File: src/design/nqb_pkg.sv
// nqb_pkg: shared types and constants for the n-queens backtracking search
// used by nqb_board and n_queens_backtrack_search; no dependencies
`default_nettype none

package nqb_pkg;

  localparam int DEF_MAX_N      = 8;
  localparam int CFG_W          = 4;
  localparam int PACK_COLS      = 8;
  localparam int PACK_BITS      = 3;
  localparam int OUT_W          = PACK_COLS * PACK_BITS;
  localparam logic [CFG_W-1:0] BOARD_SIZE_RST = 4'd8;

  typedef enum logic [1:0] {
    ST_IDLE,
    ST_RESUME,
    ST_SCAN,
    ST_DONE
  } nqb_state_t;

  // command from the sequencer to the board unit
  typedef struct packed {
    logic clear;
    logic toggle;
  } nqb_brd_cmd_t;

endpackage

`default_nettype wire

File: src/design/nqb_board.sv
// nqb_board: busy masks for rows and both diagonal families, with one shared
// free test and toggle port at (col, row); depends on nqb_pkg
`default_nettype none

module nqb_board import nqb_pkg::*; #(
  parameter int MAX_N = DEF_MAX_N
) (
  input  wire logic                                     clk,
  input  wire logic                                     rst,
  input  wire nqb_brd_cmd_t                             cmd,
  input  wire logic [((MAX_N > 1) ? $clog2(MAX_N) : 1)-1:0] col,
  input  wire logic [((MAX_N > 1) ? $clog2(MAX_N) : 1)-1:0] row,
  input  wire logic [$clog2(MAX_N + 1)-1:0]             n,
  output logic                                          is_free
);

  localparam int RW    = (MAX_N > 1) ? $clog2(MAX_N) : 1;
  localparam int DIAGS = 2 * MAX_N - 1;
  localparam int DW    = (DIAGS > 1) ? $clog2(DIAGS) : 1;

  logic [MAX_N-1:0] row_busy;
  logic [DIAGS-1:0] sum_diag_busy;
  logic [DIAGS-1:0] diff_diag_busy;
  logic [DW-1:0]    sum_idx;
  logic [DW-1:0]    diff_idx;

  assign sum_idx  = DW'(row) + DW'(col);
  // n-1+col-row never goes negative for col,row < n
  assign diff_idx = DW'(n) - DW'(1) + DW'(col) - DW'(row);

  assign is_free = !row_busy[row] && !sum_diag_busy[sum_idx] && !diff_diag_busy[diff_idx];

  always_ff @(posedge clk) begin
    if (rst || cmd.clear) begin
      row_busy       <= '0;
      sum_diag_busy  <= '0;
      diff_diag_busy <= '0;
    end else if (cmd.toggle) begin
      row_busy[row]            <= ~row_busy[row];
      sum_diag_busy[sum_idx]   <= ~sum_diag_busy[sum_idx];
      diff_diag_busy[diff_idx] <= ~diff_diag_busy[diff_idx];
    end
  end

endmodule

`default_nettype wire

File: src/design/n_queens_backtrack_search.sv
// n_queens_backtrack_search: top level, request handshake, search sequencer,
// stack of chosen rows and result register; depends on nqb_pkg, nqb_board
`default_nettype none

// Each item asks for the next n-queens solution on a board of board_size
// (0 reads as 1, above MAX_N saturates): restart=1 begins a new search,
// restart=0 resumes after the last solution. The result carries found and
// the queen row of each column, 3 bits per column, zero when the search is
// exhausted. The result is loaded after the search steps that follow the
// accepted item (one candidate test or one backtrack per cycle through the
// single free-test port of the board unit); a resume first passes through
// the RESUME state, and a continue on an exhausted search goes straight to
// the result. in_ready rises together with out_valid, later while the output
// register still holds an unread result. Writing board_size clears the
// board and needs a restart.

module n_queens_backtrack_search import nqb_pkg::*; #(
  parameter int MAX_N = DEF_MAX_N
) (
  input  wire logic             clk,
  input  wire logic             rst,
  input  wire logic             cfg_we,
  input  wire logic [CFG_W-1:0] board_size,
  input  wire logic             in_valid,
  output logic                  in_ready,
  input  wire logic             restart,
  output logic                  out_valid,
  input  wire logic             out_ready,
  output logic                  found,
  output logic [OUT_W-1:0]      queen_rows
);

  localparam int RW = (MAX_N > 1) ? $clog2(MAX_N) : 1;
  localparam int CW = $clog2(MAX_N + 1);
  localparam int PC = (MAX_N < PACK_COLS) ? MAX_N : PACK_COLS;

  nqb_state_t state, state_next;

  logic [CFG_W-1:0] size_reg;
  logic [CW-1:0]    n;
  logic [CW-1:0]    depth, depth_next;
  logic [CW-1:0]    cand, cand_next;
  logic             exhausted, exhausted_next;
  logic             found_r, found_next;
  logic [RW-1:0]    stack [MAX_N];
  logic             stack_we;
  logic [RW-1:0]    top_row;
  logic [CW-1:0]    depth_m1;
  logic [RW-1:0]    brd_col, brd_row;
  logic             brd_free;
  logic             backtrack;
  logic             out_load;
  logic [OUT_W-1:0] packed_rows;
  nqb_brd_cmd_t     brd_cmd;

  always_comb begin
    if (size_reg == '0) begin
      n = CW'(1);
    end else if (int'(size_reg) > MAX_N) begin
      n = CW'(MAX_N);
    end else begin
      n = CW'(size_reg);
    end
  end

  assign depth_m1 = depth - CW'(1);
  assign top_row  = stack[depth_m1[RW-1:0]];
  assign in_ready = (state == ST_IDLE);
  assign out_load = (state == ST_DONE) && (!out_valid || out_ready);

  // backtrack: pop the top column, in RESUME or when candidates ran out
  assign backtrack = (state == ST_RESUME) ||
                     ((state == ST_SCAN) && (depth < n) && (cand >= n) && (depth != '0));

  always_comb begin
    if (backtrack) begin
      brd_col = depth_m1[RW-1:0];
      brd_row = top_row;
    end else begin
      brd_col = depth[RW-1:0];
      brd_row = cand[RW-1:0];
    end
  end

  nqb_board #(.MAX_N(MAX_N)) u_board (
    .clk     (clk),
    .rst     (rst),
    .cmd     (brd_cmd),
    .col     (brd_col),
    .row     (brd_row),
    .n       (n),
    .is_free (brd_free)
  );

  // next state
  always_comb begin
    state_next = state;
    unique case (state)
      ST_IDLE: begin
        if (in_valid) begin
          if (restart) begin
            state_next = ST_SCAN;
          end else if (exhausted) begin
            state_next = ST_DONE;
          end else if (depth != '0 && depth <= n) begin
            state_next = ST_RESUME;
          end else begin
            state_next = ST_SCAN;
          end
        end
      end
      ST_RESUME: state_next = ST_SCAN;
      ST_SCAN: begin
        if (depth >= n || (cand >= n && depth == '0)) begin
          state_next = ST_DONE;
        end
      end
      ST_DONE: begin
        if (!out_valid || out_ready) begin
          state_next = ST_IDLE;
        end
      end
      default: state_next = ST_IDLE;
    endcase
  end

  // sequencer outputs
  always_comb begin
    depth_next     = depth;
    cand_next      = cand;
    exhausted_next = exhausted;
    found_next     = found_r;
    stack_we       = 1'b0;
    brd_cmd        = '0;
    unique case (state)
      ST_IDLE: begin
        if (in_valid) begin
          if (restart) begin
            brd_cmd.clear  = 1'b1;
            exhausted_next = 1'b0;
            depth_next     = '0;
            cand_next      = '0;
          end else if (exhausted) begin
            found_next = 1'b0;
          end else begin
            cand_next = '0;
          end
        end
      end
      ST_RESUME: begin
        brd_cmd.toggle = 1'b1;
        depth_next     = depth_m1;
        cand_next      = CW'(top_row) + CW'(1);
      end
      ST_SCAN: begin
        if (depth >= n) begin
          found_next = 1'b1;
        end else if (cand >= n) begin
          if (depth == '0) begin
            brd_cmd.clear  = 1'b1;
            exhausted_next = 1'b1;
            found_next     = 1'b0;
          end else begin
            brd_cmd.toggle = 1'b1;
            depth_next     = depth_m1;
            cand_next      = CW'(top_row) + CW'(1);
          end
        end else if (brd_free) begin
          brd_cmd.toggle = 1'b1;
          stack_we       = 1'b1;
          depth_next     = depth + CW'(1);
          cand_next      = '0;
        end else begin
          cand_next = cand + CW'(1);
        end
      end
      ST_DONE: begin
      end
      default: begin
      end
    endcase
    if (cfg_we) begin
      brd_cmd.clear  = 1'b1;
      exhausted_next = 1'b1;
      depth_next     = '0;
    end
  end

  always_comb begin
    packed_rows = '0;
    for (int c = 0; c < PC; c++) begin
      if (CW'(c) < n) begin
        packed_rows[c*PACK_BITS +: PACK_BITS] = PACK_BITS'(stack[c]);
      end
    end
  end

  always_ff @(posedge clk) begin
    if (rst) begin
      state     <= ST_IDLE;
      size_reg  <= BOARD_SIZE_RST;
      depth     <= '0;
      exhausted <= 1'b1;
      out_valid <= 1'b0;
    end else begin
      state     <= state_next;
      depth     <= depth_next;
      exhausted <= exhausted_next;
      if (cfg_we) begin
        size_reg <= board_size;
      end
      if (out_load) begin
        out_valid <= 1'b1;
      end else if (out_ready) begin
        out_valid <= 1'b0;
      end
    end
  end

  always_ff @(posedge clk) begin
    cand    <= cand_next;
    found_r <= found_next;
    if (stack_we) begin
      stack[depth[RW-1:0]] <= cand[RW-1:0];
    end
    if (out_load) begin
      found      <= found_r;
      queen_rows <= found_r ? packed_rows : '0;
    end
  end

  a_depth_bound: assert property (@(posedge clk) disable iff (rst)
    depth <= n)
    else $error("search depth beyond board size");

  a_cand_bound: assert property (@(posedge clk) disable iff (rst)
    (state == ST_SCAN) |-> (cand <= n))
    else $error("candidate row beyond board size");

  a_scan_live: assert property (@(posedge clk) disable iff (rst)
    (state == ST_SCAN || state == ST_RESUME) |-> !exhausted)
    else $error("search running on an exhausted board");

  a_empty_result: assert property (@(posedge clk) disable iff (rst)
    (out_valid && !found) |-> (queen_rows == '0))
    else $error("not-found item carries queen rows");

  a_accept_busy: assert property (@(posedge clk) disable iff (rst)
    (in_valid && in_ready) |=> (state != ST_IDLE))
    else $error("accepted item left sequencer idle");

endmodule

`default_nettype wire
File: config.mk
export PLATFORM = sky130hd
export DESIGN_NAME = n_queens_backtrack_search
export DESIGN_NICKNAME = d
export VERILOG_FILES = /design/src/design/nqb_pkg.sv /design/src/design/nqb_board.sv /design/src/design/n_queens_backtrack_search.sv
export SDC_FILE = /design/constraint.sdc
export NUM_CORES = 1
export LEC_CHECK = 0
export ABC_AREA = 1
export BUFFER_PORTS_ARGS = -buffer_cell sky130_fd_sc_hd__buf_2
export CORE_MARGIN = 2
export CORE_UTILIZATION = 60
export DETAILED_ROUTE_END_ITERATION = 12
export PLACE_DENSITY = 0.79
export REMOVE_ABC_BUFFERS = 1
export SLEW_MARGIN = 20
export SYNTH_ARGS = -nofsm -noshare
export SYNTH_HDL_FRONTEND = slang
export SYNTH_SLANG_ARGS = --single-unit
File: constraint.sdc
create_clock -name clk -period 8.78 [get_ports clk]
set_input_delay 2.634 -clock clk [delete_from_list [all_inputs] [get_ports clk]]
set_output_delay 2.634 -clock clk [all_outputs]
set_load 0.02 [all_outputs]
==> parameters.txt <==
Parameter                              Value

Placed design
  Global placer's final weighted congestion    0.9071
  Detail Placement HPWL    10500 µm
  Count of port buffers added during placement    36
  Post-detailed-placement cell area    6614 µm²

Setup path
  Crit path max-delay cell type    sky130_fd_sc_hd__dfxtp_1
  Required time of the worst setup path    9100 ps
  Critical path capture point type    flip-flop
  Largest fanout on the critical path    76
  Crit path launch type    flip-flop
  Stage delay of the slowest cell on the critical path    830 ps
  Startpoint-to-endpoint class of the critical path    flip-flop to flip-flop
  Arrival time at the worst endpoint    6760 ps
  Setup slack of the worst register-to-register path    2330 ps

Global route
  GRT Residual Overflow    0
  Via count of the first global-routing pass    5192
  Global router's overall resource usage    25.98%
  Wire length of the first global-routing pass    23670 µm
  Initial antenna violation count    0
  Layer with the highest usage after global routing    met2
  Global-route track usage on met1    34.48%
  Largest net degree at the start of global routing    79
  Met2 global-route usage    42.22%
  GRT met3 Usage    5.751%

Die
  Die height    107.4 µm
  Placeable core region    10370 µm²
  Die outline area    11530 µm²
  Width of the die    107.4 µm
  Number of top-level design ports    37
  Number of placement rows    37
  Initial cell density of the core    61.82%

STA
  Fmax    155.1 MHz
  Hold violation total from the final report    0
  Unrepaired setup endpoints after global routing    false
  Worst clock skew on the final layout    12.00 ps
  Worst-Margin Slew    773.1 ps
  Final TNS setup    0 ps
  Number of slew-limit violations in the final report    0
  Clock period minus final worst setup slack    6448 ps
  Crit share post-route    73.44%
  Total setup violations reported at the end of the flow    0
  Slew headroom    48.46%
  Worst hold slack    523.1 ps

Drt
  Detail-routed net length per standard cell    13.81 µm
  Antenna viol nets, final    0
  First-pass iteration count of the detailed router    6
  Via count normalized by instance count    5.402
  Total via count after detailed routing    5575
  Total length of routed wires    14260 µm
  Detailed router's first-iteration violation count    385
  # DRC    0

Layout
  Post-layout instance area    6788 µm²
  Number of diodes    0
  # fillers    943
  Post-layout utilization of the core    65.46%
  Synthesis-to-finish area growth    5.874%
  Share of layout cells above drive strength 1    10.60%
  Final Net Count    926

Clock network
  Clock sink count    104
  Cts-stage hold buffer count    0
  Clock H-tree levels    3
  Count of instances resized after the clock tree is built    0
  CTS tree    done
  Clock Pin Slew Worst Setup and Hold Paths    100 ps
  Clock buffer count from CTS    9
  Insertion delay to the later sink of the worst-skew pair    380 ps
  Buffer levels on the longest clock path    2
  # Post-CTS Setup Buffers    0
  Clk Tree Root Cell    sky130_fd_sc_hd__clkbuf_8

Synthesis
  Leading register cell type out of synthesis    sky130_fd_sc_hd__edfxtp_1
  Sequential area share after synthesis    40.91%
  Number of enable-type register cells in the synthesized netlist    54
  Post-Syn Area    6411 µm²
  Avg Cell Area, Syn    7.361 µm²
  Synthesized instance count    871
  Number of distinct library cell variants in the gate-level netlist after synthesis    48
  Number of warnings reported in the yosys synthesis log    0
  Share of synthesized flip-flops with an asynchronous set or reset    0%
  Flip-flop and latch count after synthesis    104

Power
  Power per cell area    391.2 nW/µm²
  Overall power    2.655 mW
  Worst vdd rail ir drop    0.5414 mV
  Cell leakage power    2.969 nW

Hold path
  Hold/Removal Path Class    flip-flop to flip-flop

Run status
  Status    completed

Flow run
  Max Cap Viol    0
## cell families after synthesis
group	share of synthesized area, %
and+or+nand+nor	31.48
muxes	0.1561
xor gates and xnor gates	1.073
DFF	40.91
adders and majority gates	5.230
AOI/OAI and AO/OA	8.138
buffers and inverters	13.02
## layout by cell type, fill, tap and decap left out, drive strengths merged
cell type	Yosys	routed
a22oi	3	3
clkbuf	10	11
nand2	190	190
a221oi	4	4
inv	169	171
o22ai	5	5
nor3	2	2
a211oi	5	5
a31oi	2	2
dfxtp	50	50
o21ai	24	24
nand3	69	69
mux2i	1	1
o31ai	1	1
ha	22	22
nand3b	1	1
a311oi	1	1
nor2	140	140
buf	20	39
o211ai	5	5
o21a	1	1
clkinv	1	3
fa	3	3
clkinvlp	0	1
a21oi	27	27
xor2	6	6
o221ai	4	4
nand4	42	42
xnor2	1	1
nor4	2	2
or2	4	4
o21bai	2	2
edfxtp	54	54
## worst max-delay path: cells and delay by family (launching register included)
kind	cells	cell delay (ps)
buf+inv	7	850
compound gates	3	530
fa+ha+maj	4	1400
simple gates	16	2310
xor+xnor	2	400
flops	1	830
## report_power, final
part / switching, mW / internal [mW]
combinational: 1.25 / 0.459
clock: 0.170 / 0.107
sequential: 0.0683 / 0.597
total: 1.49 / 1.16
## layout make-up
type                            instances  area, µm²  area share, %
Inverter                              170      640.6          9.438
Tap cell                              136      170.2          2.507
Multi-Input combinational cell        567       2978          43.87
Clock inverter                          5      42.54         0.6267
Timing Repair Buffer                   39      202.7          2.986
Sequential cell                       104       2623          38.64
Clock buffer                           11      131.4          1.935
## synthesized netlist by cell type, types with 3 or more instances
| master | n | area share, % |
|---|---|---|
| sky130_fd_sc_hd__nand4_1 | 42 | 4.1 |
| sky130_fd_sc_hd__nand2_1 | 171 | 10 |
| sky130_fd_sc_hd__or2_2 | 4 | 0.39 |
| sky130_fd_sc_hd__o21ai_0 | 13 | 1.0 |
| sky130_fd_sc_hd__inv_1 | 164 | 9.6 |
| sky130_fd_sc_hd__nor2_1 | 139 | 8.1 |
| sky130_fd_sc_hd__buf_6 | 6 | 1.1 |
| sky130_fd_sc_hd__ha_1 | 22 | 4.3 |
| sky130_fd_sc_hd__nand3_1 | 65 | 5.1 |
| sky130_fd_sc_hd__dfxtp_1 | 50 | 16 |
| sky130_fd_sc_hd__a211oi_1 | 5 | 0.59 |
| sky130_fd_sc_hd__a22oi_1 | 3 | 0.35 |
| sky130_fd_sc_hd__a21oi_1 | 26 | 2.0 |
| sky130_fd_sc_hd__o221ai_1 | 4 | 0.55 |
| sky130_fd_sc_hd__o22ai_1 | 5 | 0.49 |
| sky130_fd_sc_hd__inv_2 | 4 | 0.23 |
| sky130_fd_sc_hd__a221oi_1 | 4 | 0.55 |
| sky130_fd_sc_hd__nand2_2 | 13 | 1.3 |
| sky130_fd_sc_hd__o211ai_1 | 4 | 0.47 |
| sky130_fd_sc_hd__o21ai_1 | 10 | 0.78 |
| sky130_fd_sc_hd__buf_2 | 10 | 0.78 |
| sky130_fd_sc_hd__fa_1 | 3 | 0.94 |
| sky130_fd_sc_hd__clkbuf_1 | 10 | 0.59 |
| sky130_fd_sc_hd__edfxtp_1 | 54 | 25 |
| sky130_fd_sc_hd__xor2_1 | 6 | 0.82 |
| sky130_fd_sc_hd__nand3_2 | 3 | 0.47 |
| sky130_fd_sc_hd__nand2_4 | 6 | 1.1 |
## final timing paths
kind	startpoint	endpoint	depth (start not counted)
worst max-delay path	depth[0]$_SDFFE_PP0P_	u_board.diff_diag_busy[8]$_SDFFE_PP0P_	32
worst min-delay path	u_board.diff_diag_busy[7]$_SDFFE_PP0P_	u_board.diff_diag_busy[7]$_SDFFE_PP0P_	4
worst max register to register	depth[0]$_SDFFE_PP0P_	u_board.diff_diag_busy[8]$_SDFFE_PP0P_	32
worst min register to register	u_board.diff_diag_busy[7]$_SDFFE_PP0P_	u_board.diff_diag_busy[7]$_SDFFE_PP0P_	4
## layer usage
metal / wire length (µm) / up-vias
li1: - / 2831
met1: 6274 / 2551
met3: 940 / 28
met5: 0 / -
met4: 267 / 0
met2: 6774 / 165
## stage by stage
stage | std cells | setup WS, ps
after detailed placement | 1016 | 2437
after global placement | 1016 | 2728
after CTS | 1032 | 2392
after floorplan | 841 | 3397
after global routing | 1032 | 1683
final | 1032 | 2332
No activity file was read; power rests on OpenSTA's default activity.
